$ cat config.mk
export PLATFORM = sky130hd
export DESIGN_NAME = joint_range_unwrap_tracker
export DESIGN_NICKNAME = d
export VERILOG_FILES = /design/src/hdl/jrut_pkg.sv /design/src/hdl/jrut_track_mem.sv /design/src/hdl/joint_range_unwrap_tracker.sv
export SDC_FILE = /design/constraint.sdc
export NUM_CORES = 2
export LEC_CHECK = 0
export ABC_AREA = 1
export ABC_CLOCK_PERIOD_IN_PS = 10900
export BUFFER_PORTS_ARGS = -buffer_cell sky130_fd_sc_hd__buf_2
export CAP_MARGIN = 40
export CELL_PAD_IN_SITES_DETAIL_PLACEMENT = 0
export CELL_PAD_IN_SITES_GLOBAL_PLACEMENT = 2
export CORE_MARGIN = 3
export CORE_UTILIZATION = 44
export DETAILED_ROUTE_END_ITERATION = 10
export PLACE_DENSITY = 0.79
export SYNTH_ARGS = -nofsm -noshare
export SYNTH_HDL_FRONTEND = slang
export SYNTH_SLANG_ARGS = --single-unit
$ cat constraint.sdc
create_clock -name i_clk -period 10.9 [get_ports i_clk]
set_input_delay 2.18 -clock i_clk [delete_from_list [all_inputs] [get_ports i_clk]]
set_output_delay 2.18 -clock i_clk [all_outputs]
set_load 0.005 [all_outputs]
$ cat src/hdl/jrut_pkg.sv
// Shared types, codes and defaults for the joint range unwrap tracker.
package jrut_pkg;

    localparam int ARM_COUNT_DEF   = 2;
    localparam int MOTORS_EACH_DEF = 8;
    localparam int MAX_SAMPLES_DEF = 262144;

    // Stored sample count is wide enough for the largest allowed sample limit.
    localparam int CNT_W = 21;

    typedef enum logic [1:0] {
        KIND_SAMPLE = 2'd0,
        KIND_START  = 2'd1,
        KIND_STOP   = 2'd2,
        KIND_READ   = 2'd3
    } t_kind;

    typedef enum logic [2:0] {
        STAT_LIVE     = 3'd0,
        STAT_SAMPLE   = 3'd1,
        STAT_STARTED  = 3'd2,
        STAT_IGNORED  = 3'd3,
        STAT_STOP_FEW = 3'd4,
        STAT_STOP_OK  = 3'd5,
        STAT_STOP_DBL = 3'd6,
        STAT_READ     = 3'd7
    } t_status;

    typedef enum logic {
        FSM_IDLE = 1'b0,
        FSM_EXEC = 1'b1
    } t_fsm;

    typedef struct packed {
        t_kind              kind;
        logic               arm_select;
        logic [2:0]         motor_select;
        logic signed [15:0] position_code;
    } t_in;

    typedef struct packed {
        t_status            status;
        logic signed [31:0] position;
        logic signed [31:0] minimum;
        logic signed [31:0] maximum;
        logic [31:0]        travel_len;
        logic [18:0]        sample_tally;
        logic signed [15:0] first_code;
        logic               recorded;
    } t_out;

    typedef struct packed {
        logic signed [31:0] minimum;
        logic signed [31:0] maximum;
        logic [31:0]        travel_len;
        logic [CNT_W-1:0]   sample_tally;
        logic signed [15:0] first_code;
        logic               recorded;
    } t_track;

endpackage

$ cat src/hdl/jrut_track_mem.sv
// Track memory with one valid bit per entry; an entry not yet written reads as zero.
module jrut_track_mem #(
    parameter int TRACKS = 16,
    parameter int IDX_W  = 4
) (
    input  logic            i_clk,
    input  logic            i_rst_n,
    input  logic            i_rd_en,
    input  logic [IDX_W-1:0] i_rd_addr,
    output jrut_pkg::t_track o_rd_data,
    input  logic            i_wr_en,
    input  logic [IDX_W-1:0] i_wr_addr,
    input  jrut_pkg::t_track i_wr_data
);
    import jrut_pkg::*;

    t_track              mem [TRACKS];
    t_track              r_rd;
    logic                r_rd_ok;
    logic [TRACKS-1:0]   r_valid;

    always_ff @(posedge i_clk) begin
        if (i_wr_en) begin
            mem[i_wr_addr] <= i_wr_data;
        end
        if (i_rd_en) begin
            r_rd <= mem[i_rd_addr];
        end
    end

    always_ff @(posedge i_clk) begin
        if (!i_rst_n) begin
            r_valid <= '0;
            r_rd_ok <= 1'b0;
        end else begin
            if (i_wr_en) begin
                r_valid[i_wr_addr] <= 1'b1;
            end
            if (i_rd_en) begin
                r_rd_ok <= r_valid[i_rd_addr];
            end
        end
    end

    assign o_rd_data = r_rd_ok ? r_rd : '0;

endmodule

$ cat src/hdl/joint_range_unwrap_tracker.sv
// Top level of the joint range unwrap tracker.
// Each beat is accepted only in the idle state: the accept cycle reads the addressed track
// from the track memory, and the execute state then updates it, writes it back and loads
// the result register, so no new beat is taken until the execute state completes; a full
// result register holds the execute state until it is taken. Track memory reads as zero
// after reset through per-entry valid bits, so no clearing pass is needed.
module joint_range_unwrap_tracker #(
    parameter int ARM_COUNT   = jrut_pkg::ARM_COUNT_DEF,
    parameter int MOTORS_EACH = jrut_pkg::MOTORS_EACH_DEF,
    parameter int MAX_SAMPLES = jrut_pkg::MAX_SAMPLES_DEF
) (
    input  logic          i_clk,
    input  logic          i_rst_n,
    input  logic          i_in_valid,
    output logic          o_in_ready,
    input  jrut_pkg::t_in i_in_data,
    output logic          o_out_valid,
    input  logic          i_out_ready,
    output jrut_pkg::t_out o_out_data
);
    import jrut_pkg::*;

    localparam int TRACKS = ARM_COUNT * MOTORS_EACH;
    localparam int IDX_W  = (TRACKS > 1) ? $clog2(TRACKS) : 1;

    t_fsm               r_state, n_state;
    t_in                r_item;
    logic [IDX_W-1:0]   r_addr;
    logic               r_sel_ok;
    logic               r_recording, n_recording;
    logic [IDX_W-1:0]   r_active, n_active;
    logic               r_seen_first, n_seen_first;
    logic signed [15:0] r_last_code, n_last_code;
    logic signed [31:0] r_last_unw, n_last_unw;
    logic               r_out_valid;
    t_out               r_out, n_out;

    logic               accept;
    logic               exec_fire;
    logic               sel_ok;
    logic [6:0]         sel_wide;
    logic [IDX_W-1:0]   rd_addr;
    t_track             rd_data;
    t_track             wr_data;
    logic               wr_req;

    logic signed [15:0] step;
    logic [32:0]        u_sum;
    logic signed [31:0] u_sat;
    logic [16:0]        step_abs;
    logic [32:0]        p_sum;
    logic [31:0]        p_sat;
    logic [32:0]        extent;
    logic [34:0]        extent3;
    logic [34:0]        twice;

    always_comb begin
        n_state = r_state;
        case (r_state)
            FSM_IDLE: begin
                if (accept) begin
                    n_state = FSM_EXEC;
                end
            end
            FSM_EXEC: begin
                if (exec_fire) begin
                    n_state = FSM_IDLE;
                end
            end
            default: n_state = FSM_IDLE;
        endcase
    end

    always_comb begin
        o_in_ready = 1'b0;
        exec_fire  = 1'b0;
        case (r_state)
            FSM_IDLE: o_in_ready = 1'b1;
            FSM_EXEC: exec_fire  = !r_out_valid || i_out_ready;
            default: begin
                o_in_ready = 1'b0;
                exec_fire  = 1'b0;
            end
        endcase
    end

    assign accept   = i_in_valid && o_in_ready;
    assign sel_ok   = (32'(i_in_data.arm_select) < ARM_COUNT) &&
                      (32'(i_in_data.motor_select) < MOTORS_EACH);
    assign sel_wide = 7'(i_in_data.arm_select) * 7'(MOTORS_EACH) +
                      7'(i_in_data.motor_select);
    assign rd_addr  = (i_in_data.kind == KIND_SAMPLE || i_in_data.kind == KIND_STOP) ?
                      r_active : sel_wide[IDX_W-1:0];

    jrut_track_mem #(
        .TRACKS (TRACKS),
        .IDX_W  (IDX_W)
    ) u_mem (
        .i_clk     (i_clk),
        .i_rst_n   (i_rst_n),
        .i_rd_en   (accept),
        .i_rd_addr (rd_addr),
        .o_rd_data (rd_data),
        .i_wr_en   (wr_req && exec_fire),
        .i_wr_addr (r_addr),
        .i_wr_data (wr_data)
    );

    assign step     = r_item.position_code - r_last_code;
    assign u_sum    = {r_last_unw[31], r_last_unw} + {{17{step[15]}}, step};
    assign u_sat    = (u_sum[32] != u_sum[31]) ?
                      (u_sum[32] ? 32'sh8000_0000 : 32'sh7FFF_FFFF) : u_sum[31:0];
    assign step_abs = step[15] ? (17'd0 - {step[15], step}) : {1'b0, step};
    assign p_sum    = {1'b0, rd_data.travel_len} + 33'(step_abs);
    assign p_sat    = p_sum[32] ? 32'hFFFF_FFFF : p_sum[31:0];
    assign extent   = {rd_data.maximum[31], rd_data.maximum} -
                      {rd_data.minimum[31], rd_data.minimum};
    assign extent3  = {2'b00, extent} + {1'b0, extent, 1'b0};
    assign twice    = {2'b00, rd_data.travel_len, 1'b0};

    always_comb begin
        n_recording  = r_recording;
        n_active     = r_active;
        n_seen_first = r_seen_first;
        n_last_code  = r_last_code;
        n_last_unw   = r_last_unw;
        wr_data      = rd_data;
        wr_req       = 1'b0;
        n_out        = '0;
        n_out.status = STAT_IGNORED;
        case (r_item.kind)
            KIND_SAMPLE: begin
                if (!r_recording) begin
                    if (r_sel_ok) begin
                        n_out.status   = STAT_LIVE;
                        n_out.position = 32'(r_item.position_code);
                    end
                end else begin
                    if (!r_seen_first) begin
                        n_seen_first       = 1'b1;
                        n_last_unw         = 32'(r_item.position_code);
                        wr_data.first_code = r_item.position_code;
                        wr_data.minimum    = 32'(r_item.position_code);
                        wr_data.maximum    = 32'(r_item.position_code);
                    end else begin
                        n_last_unw         = u_sat;
                        wr_data.travel_len = p_sat;
                        if (u_sat < rd_data.minimum) begin
                            wr_data.minimum = u_sat;
                        end
                        if (u_sat > rd_data.maximum) begin
                            wr_data.maximum = u_sat;
                        end
                    end
                    if (32'(rd_data.sample_tally) < MAX_SAMPLES) begin
                        wr_data.sample_tally = rd_data.sample_tally + CNT_W'(1);
                    end
                    n_last_code    = r_item.position_code;
                    wr_req         = 1'b1;
                    n_out.status   = STAT_SAMPLE;
                    n_out.position = n_last_unw;
                end
            end
            KIND_START: begin
                if (!r_recording && r_sel_ok) begin
                    wr_data      = '0;
                    wr_req       = 1'b1;
                    n_active     = r_addr;
                    n_seen_first = 1'b0;
                    n_recording  = 1'b1;
                    n_out.status = STAT_STARTED;
                end
            end
            KIND_STOP: begin
                if (r_recording) begin
                    n_recording      = 1'b0;
                    wr_data.recorded = (rd_data.sample_tally > CNT_W'(1));
                    wr_req           = 1'b1;
                    if (!wr_data.recorded) begin
                        n_out.status = STAT_STOP_FEW;
                    end else if (twice > extent3) begin
                        n_out.status = STAT_STOP_DBL;
                    end else begin
                        n_out.status = STAT_STOP_OK;
                    end
                end
            end
            KIND_READ: begin
                if (r_sel_ok) begin
                    n_out.status = STAT_READ;
                end
            end
            default: n_out.status = STAT_IGNORED;
        endcase
        if (n_out.status != STAT_LIVE && n_out.status != STAT_IGNORED) begin
            n_out.minimum      = wr_data.minimum;
            n_out.maximum      = wr_data.maximum;
            n_out.travel_len   = wr_data.travel_len;
            n_out.sample_tally = wr_data.sample_tally[18:0];
            n_out.first_code   = wr_data.first_code;
            n_out.recorded     = wr_data.recorded;
        end
    end

    always_ff @(posedge i_clk) begin
        if (!i_rst_n) begin
            r_state      <= FSM_IDLE;
            r_recording  <= 1'b0;
            r_active     <= '0;
            r_seen_first <= 1'b0;
            r_last_code  <= '0;
            r_last_unw   <= '0;
            r_out_valid  <= 1'b0;
        end else begin
            r_state <= n_state;
            if (exec_fire) begin
                r_recording  <= n_recording;
                r_active     <= n_active;
                r_seen_first <= n_seen_first;
                r_last_code  <= n_last_code;
                r_last_unw   <= n_last_unw;
                r_out_valid  <= 1'b1;
            end else if (i_out_ready) begin
                r_out_valid  <= 1'b0;
            end
        end
    end

    always_ff @(posedge i_clk) begin
        if (accept) begin
            r_item   <= i_in_data;
            r_addr   <= sel_ok || i_in_data.kind == KIND_SAMPLE ||
                        i_in_data.kind == KIND_STOP ? rd_addr : '0;
            r_sel_ok <= sel_ok;
        end
        if (exec_fire) begin
            r_out <= n_out;
        end
    end

    assign o_out_valid = r_out_valid;
    assign o_out_data  = r_out;

endmodule
== After elaboration in Yosys (flattened, before gate mapping) ==
Memories as Yosys holds them, arrays and structs flattened. A register that Yosys moved wholly into a read port is not among the register bits.
Cells that the tools add are included.
W data, S select, Z words.
Cells by class
  bitwise logic cells: 2
  add/subtract/negate cells: 8
  mux-type cells: 45
  reduce and logical (&&, ||, !) cells: 19
  equality and inequality tests: 8
  order comparisons: 8
Operators with widths (count)
  $mux W134: 2
  $pmux W133 S2: 1
  $mux W32: 7
  $mux W133: 1
  $mux W64: 1
  $add A33 B34 Y35: 1
  $gt A33 B35 Y1: 1
  $add A32 B16 Y33: 1
  $add A32 B17 Y33: 1
  $mux W33: 1
  $sub A32 B32 Y33: 1
  $gt A32 B32 Y1: 1
  $lt A32 B32 Y1: 1
  $add A21 B1 Y21 const B: 1
  $gt A21 B1 Y1 const B: 1
  $lt A21 B19 Y1 const B: 1
  $mux W21: 1
  $mux W1: 17
  $mux W17: 1
  $sub A1 B16 Y17 const A: 1
  $mux W16: 1
  $or A16 B16 Y16: 1
  $sub A16 B16 Y16: 1
  $pmux W3 S4: 1
  24 further kinds: 43
Word-level totals
  register bits after elaboration: 262
  input bits: 26
  memories: 1
  RAM bits: 2144
Memory list
  u_mem.mem: depth 16, bits a word 134, rd ports 1, clocked after Yosys merged registers in 1, write ports 1, line jrut_track_mem.sv:17  | t_track mem [TRACKS];

== Logic depth before layout (Yosys ltp) ==
  depth after elaboration: 10
  gate-level depth with buffers: 59

== Modules after synthesis ==
From an unflattened synthesis, not the netlist that was laid out.
Unflattened totals
  cells, all modules: 10085
  area, all modules: 112814.4 um2
Modules (own cells, without submodules)
  jrut_track_mem: instances 1, cells an instance 6815, area an instance 89568.4 um2, sequential area each 68745.9 um2
  joint_range_unwrap_tracker: instances 1, cells an instance 3270, area an instance 23246.0 um2, sequential area each 6796.5 um2

== Least setup slack after synthesis ==
No wires, ideal clock.
  kind: input-to-reg
  start point: input port i_out_ready
  end point: memory u_mem.mem[12][0] in the netlist's numbering, enable pin
  buffers on the path: 0
  arrival time: 8.440 ns
  path slack: 1.829 ns
  required time: 10.269 ns
  cell stages on the path: 8
  library setup time: 0.631 ns
  path through: inv_1 > nand2_1 > nand2_1 > a31oi_1 > nand2_1 > nor2_1 > inv_1 > nor2_1
On the way
  longest elaborated chain between the ends: 5
Ends and longest elaborated chain
  from (decl): line joint_range_unwrap_tracker.sv:18  | input logic i_out_ready,
  $logic_or A1 B1 Y1: line joint_range_unwrap_tracker.sv:79  | FSM_EXEC: exec_fire = !r_out_valid || i_out_ready;
  $mux W1: line joint_range_unwrap_tracker.sv:77  | case (r_state)
  $logic_and A1 B1 Y1: line joint_range_unwrap_tracker.sv:104  | .i_wr_en (wr_req && exec_fire),
  $mux W1: line jrut_track_mem.sv:23  | if (i_wr_en) begin
  $mux W1 (implied by the code): line jrut_track_mem.sv:24  | mem[i_wr_addr] <= i_wr_data;
  to (decl): line jrut_track_mem.sv:17
No other way between the ends.

==> out/metrics.cfg <==
[outcome]
status = complete, no violations

[logic_synthesis]
synth.distinct_cells = 58
async_flop_share_pct = 0
syn_area_per_cell_sq_um = 11.6
synth.most_common_cell = edfxtp_1
postSynthCellCount = 9486
yosys_warnings = 0
yosys-top-cells-area = edfxtp_1 (67%), o21ai_0 (7.3%), nor2_1 (5.2%)
synth-main-ff-cell = edfxtp_1
synth_largest_area_cell = edfxtp_1
synth-seq-cells = 2540
synth_area_sq_um = 110000
synth-seq-area-share_pct = 68.4
synth_commonest_cells = edfxtp_1 (2467), o21ai_0 (1603), nor2_1 (1524)
yosysTopAreaCellShare_pct = 67.1
synth_nets = 9743
synth-edff-count = 2467

[sta]
worst_slew_pin_slew_ns = 1.11
period_needed_ns = 9.93
grt_setup_unrepaired = no
slew_headroom_pct = 25.7
clock_skew_ns = 0.0812
hold_violations = 0
fmax_ghz = 0.101
setup_viol = 0
maxSlewViolCount = 0
fin_crit_sh_pct = 91.1
tns_ns = 0
worst_slack_ns = 0.968

[floorplan]
die_h_um = 507
row_count = 183
die_width_um = 507
ios = 195
start_util_pct = 44.3
dieArea_sq_um = 257000
core_area_sq_um = 249000

[worst_setup_path]
r2r-start = r_item[0]
r2r-end = u_mem.mem[4][74]
r2r_setup_slack_ns = 0.97
critical_path.max_fanout = 42
required_ns = 11.47
slowest_delay_ns = 0.52
arrival_ns = 10.50
r2r_cells = 53
startpoint_type = flip-flop
cpMostUsedCell = nand2_1
path_class = reg2reg
cp-end-kind = flip-flop
worst_path_max_delay_cell = ha_2

[min_path]
holdCritPathClass = reg2reg
hp-start = u_mem.r_valid[14]
worstHoldEndpoint = u_mem.r_valid[14]
hold_depth = 1

[pwr]
powerDensity_nw_per_um2 = 195
peakVddDrop_mv = 0.170
total_power_w = 0.0244
power.leakage_nw = 44.3

[cts]
htree_levels = 5
postCtsSetupBuffers = 0
cts_resized = 0
clock_sinks = 2540
postCtsHoldBufs = 0
worstSkewPairLatency_ns = 0.96
cts_buffers = 290
cts_tree = yes
ctsLongestPathBuffers = 4
ctsRootBufferMaster = clkbuf_16
path_clk_slew_ns = 0.06

[finish]
final_nets = 9906
fillers = 21933
syn2layout_area_growth_pct = 13.2
design_area_sq_um = 125000
multiInputGateArea_sq_um = 30600
layout-drive-gt1-share_pct = 10.3
regArea_sq_um = 75500

[placement]
portBuffers = 194
place_congestion = 0.963
place_area_sq_um = 116000
place_worst_setup_slack_ns = 0.854
hpwl_mm = 219

[global_routing]
grt.overflow.total = 0
grt_pass1_wl_mm = 529
grt_max_degree = 187
grt_usage_pct = 28.1
grt_pass1_vias = 74157
antenna_found_initial = 15

[drt]
ant_nets = 0
viasPerCell = 5.92
wl_per_cell_um = 28.1
dr_total_vias = 78010
drc = 0
drt-pass1-iter-count = 7
drt_wl_total_mm = 370
dr.first_iter.drc_count = 9045

[job]
cap_violations = 0

-- sequential cells by signal, summed over array words and instances (netlist names) --
| register | flops |
|---|---|
| r_recording | 1 |
| r_item | 18 |
| u_mem.mem | 2144 |
| o_out_data | 167 |
| r_addr | 4 |
| o_out_valid | 1 |
| r_seen_first | 1 |
| u_mem.r_valid | 16 |
| r_state | 1 |
| u_mem.r_rd | 134 |
| u_mem.r_rd_ok | 1 |
| r_last_code | 16 |
| r_last_unw | 32 |
| r_active | 4 |
-- stage by stage --
step	util, %	hold WS, ns	cells
2_1_floorplan	-	0.433	9486
3_3_place_gp	46.3	0.441	12637
3_5_place_dp	46.6	0.449	12685
4_1_cts	50.2	0.462	13172
5_1_grt	50.2	0.469	13175
6_report	50.2	0.461	13181
-- worst max-delay path, delay by kind of cell (launching register included) --
family          cells  cell delay (ns)
buf+inv             8             1.41
fa+ha+maj           5             1.62
xor+xnor            2             0.53
simple gates       22             3.17
flops               1             0.36
compound gates     16             2.45
-- cell usage in the layout (no fill, tap or decap), types with 30 or more instances in the layout --
master / instances
buf_2: 199
nor3_1: 41
xnor2_1: 33
nand2_1: 681
nor2_1: 1506
o211ai_1: 74
o22ai_1: 562
clkbuf_16: 296
nand4_1: 30
a21oi_1: 333
ha_1: 224
nand3_1: 166
nor2_2: 90
clkinv_1: 46
xor2_1: 75
buf_4: 186
o21ai_1: 37
o21ai_0: 1568
inv_1: 578
dfxtp_1: 70
clkinv_2: 48
o221ai_1: 123
clkbuf_1: 56
a31oi_1: 33
buf_12: 33
edfxtp_1: 2467
-- final cells by class --
| type | instances | share of cell area, % |
|---|---|---|
| inverters | 595 | 1.83 |
| repair buffers | 435 | 2.82 |
| diodes | 7 | 0.0140 |
| clock buffers | 357 | 6.15 |
| flip-flops and latches | 2540 | 60.4 |
| clock inverters | 130 | 0.932 |
| well taps | 3330 | 3.33 |
| multi-input cells | 5787 | 24.5 |
-- kinds of logic (layout without fill, tap and decap cells) --
kind of cell	Yosys count	after routing	share of synthesized area (%)
compound gates	2838	2838	14.4
xor+xnor	108	108	0.856
fa+ha+maj	231	231	2.65
buf+inv	1159	1517	4.10
flops	2540	2540	68.4
other cells	1	8	0.00339
simple gates	2609	2609	9.63
-- routing by layer --
metal | up-vias | GRT usage [%] | share of wire [%]
met1 | 39224 | 40.7 | 44
met4 | 4 | 7.97 | 2.8
met3 | 516 | 4.91 | 7.9
li1 | 34917 | - | -
met5 | - | 0 | 0.0073
met2 | 3349 | 43.7 | 46
-- worst max path at each step --
stage                      startpoint               end  slack (ns)  cells past startpoint
after detailed placement    r_item[0]  u_mem.mem[0][71]        0.85                     51
after floorplan           i_out_ready  u_mem.mem[12][0]        1.83                      8
after CTS                   r_item[0]  u_mem.mem[4][71]        0.86                     51
final                       r_item[0]  u_mem.mem[4][74]        0.97                     53
after global placement      r_item[0]  u_mem.mem[0][71]        0.84                     54
after global routing        r_item[0]  u_mem.mem[4][70]        0.17                     52
-- power breakdown --
group          total [W]  internal [W]  leakage (nW)  switching (W)
logic            0.00412       0.00123          16.5        0.00289
registers         0.0110        0.0109          23.4      0.0000940
clock network    0.00924       0.00543          4.35        0.00380
Power figures use the tool's default switching activity.
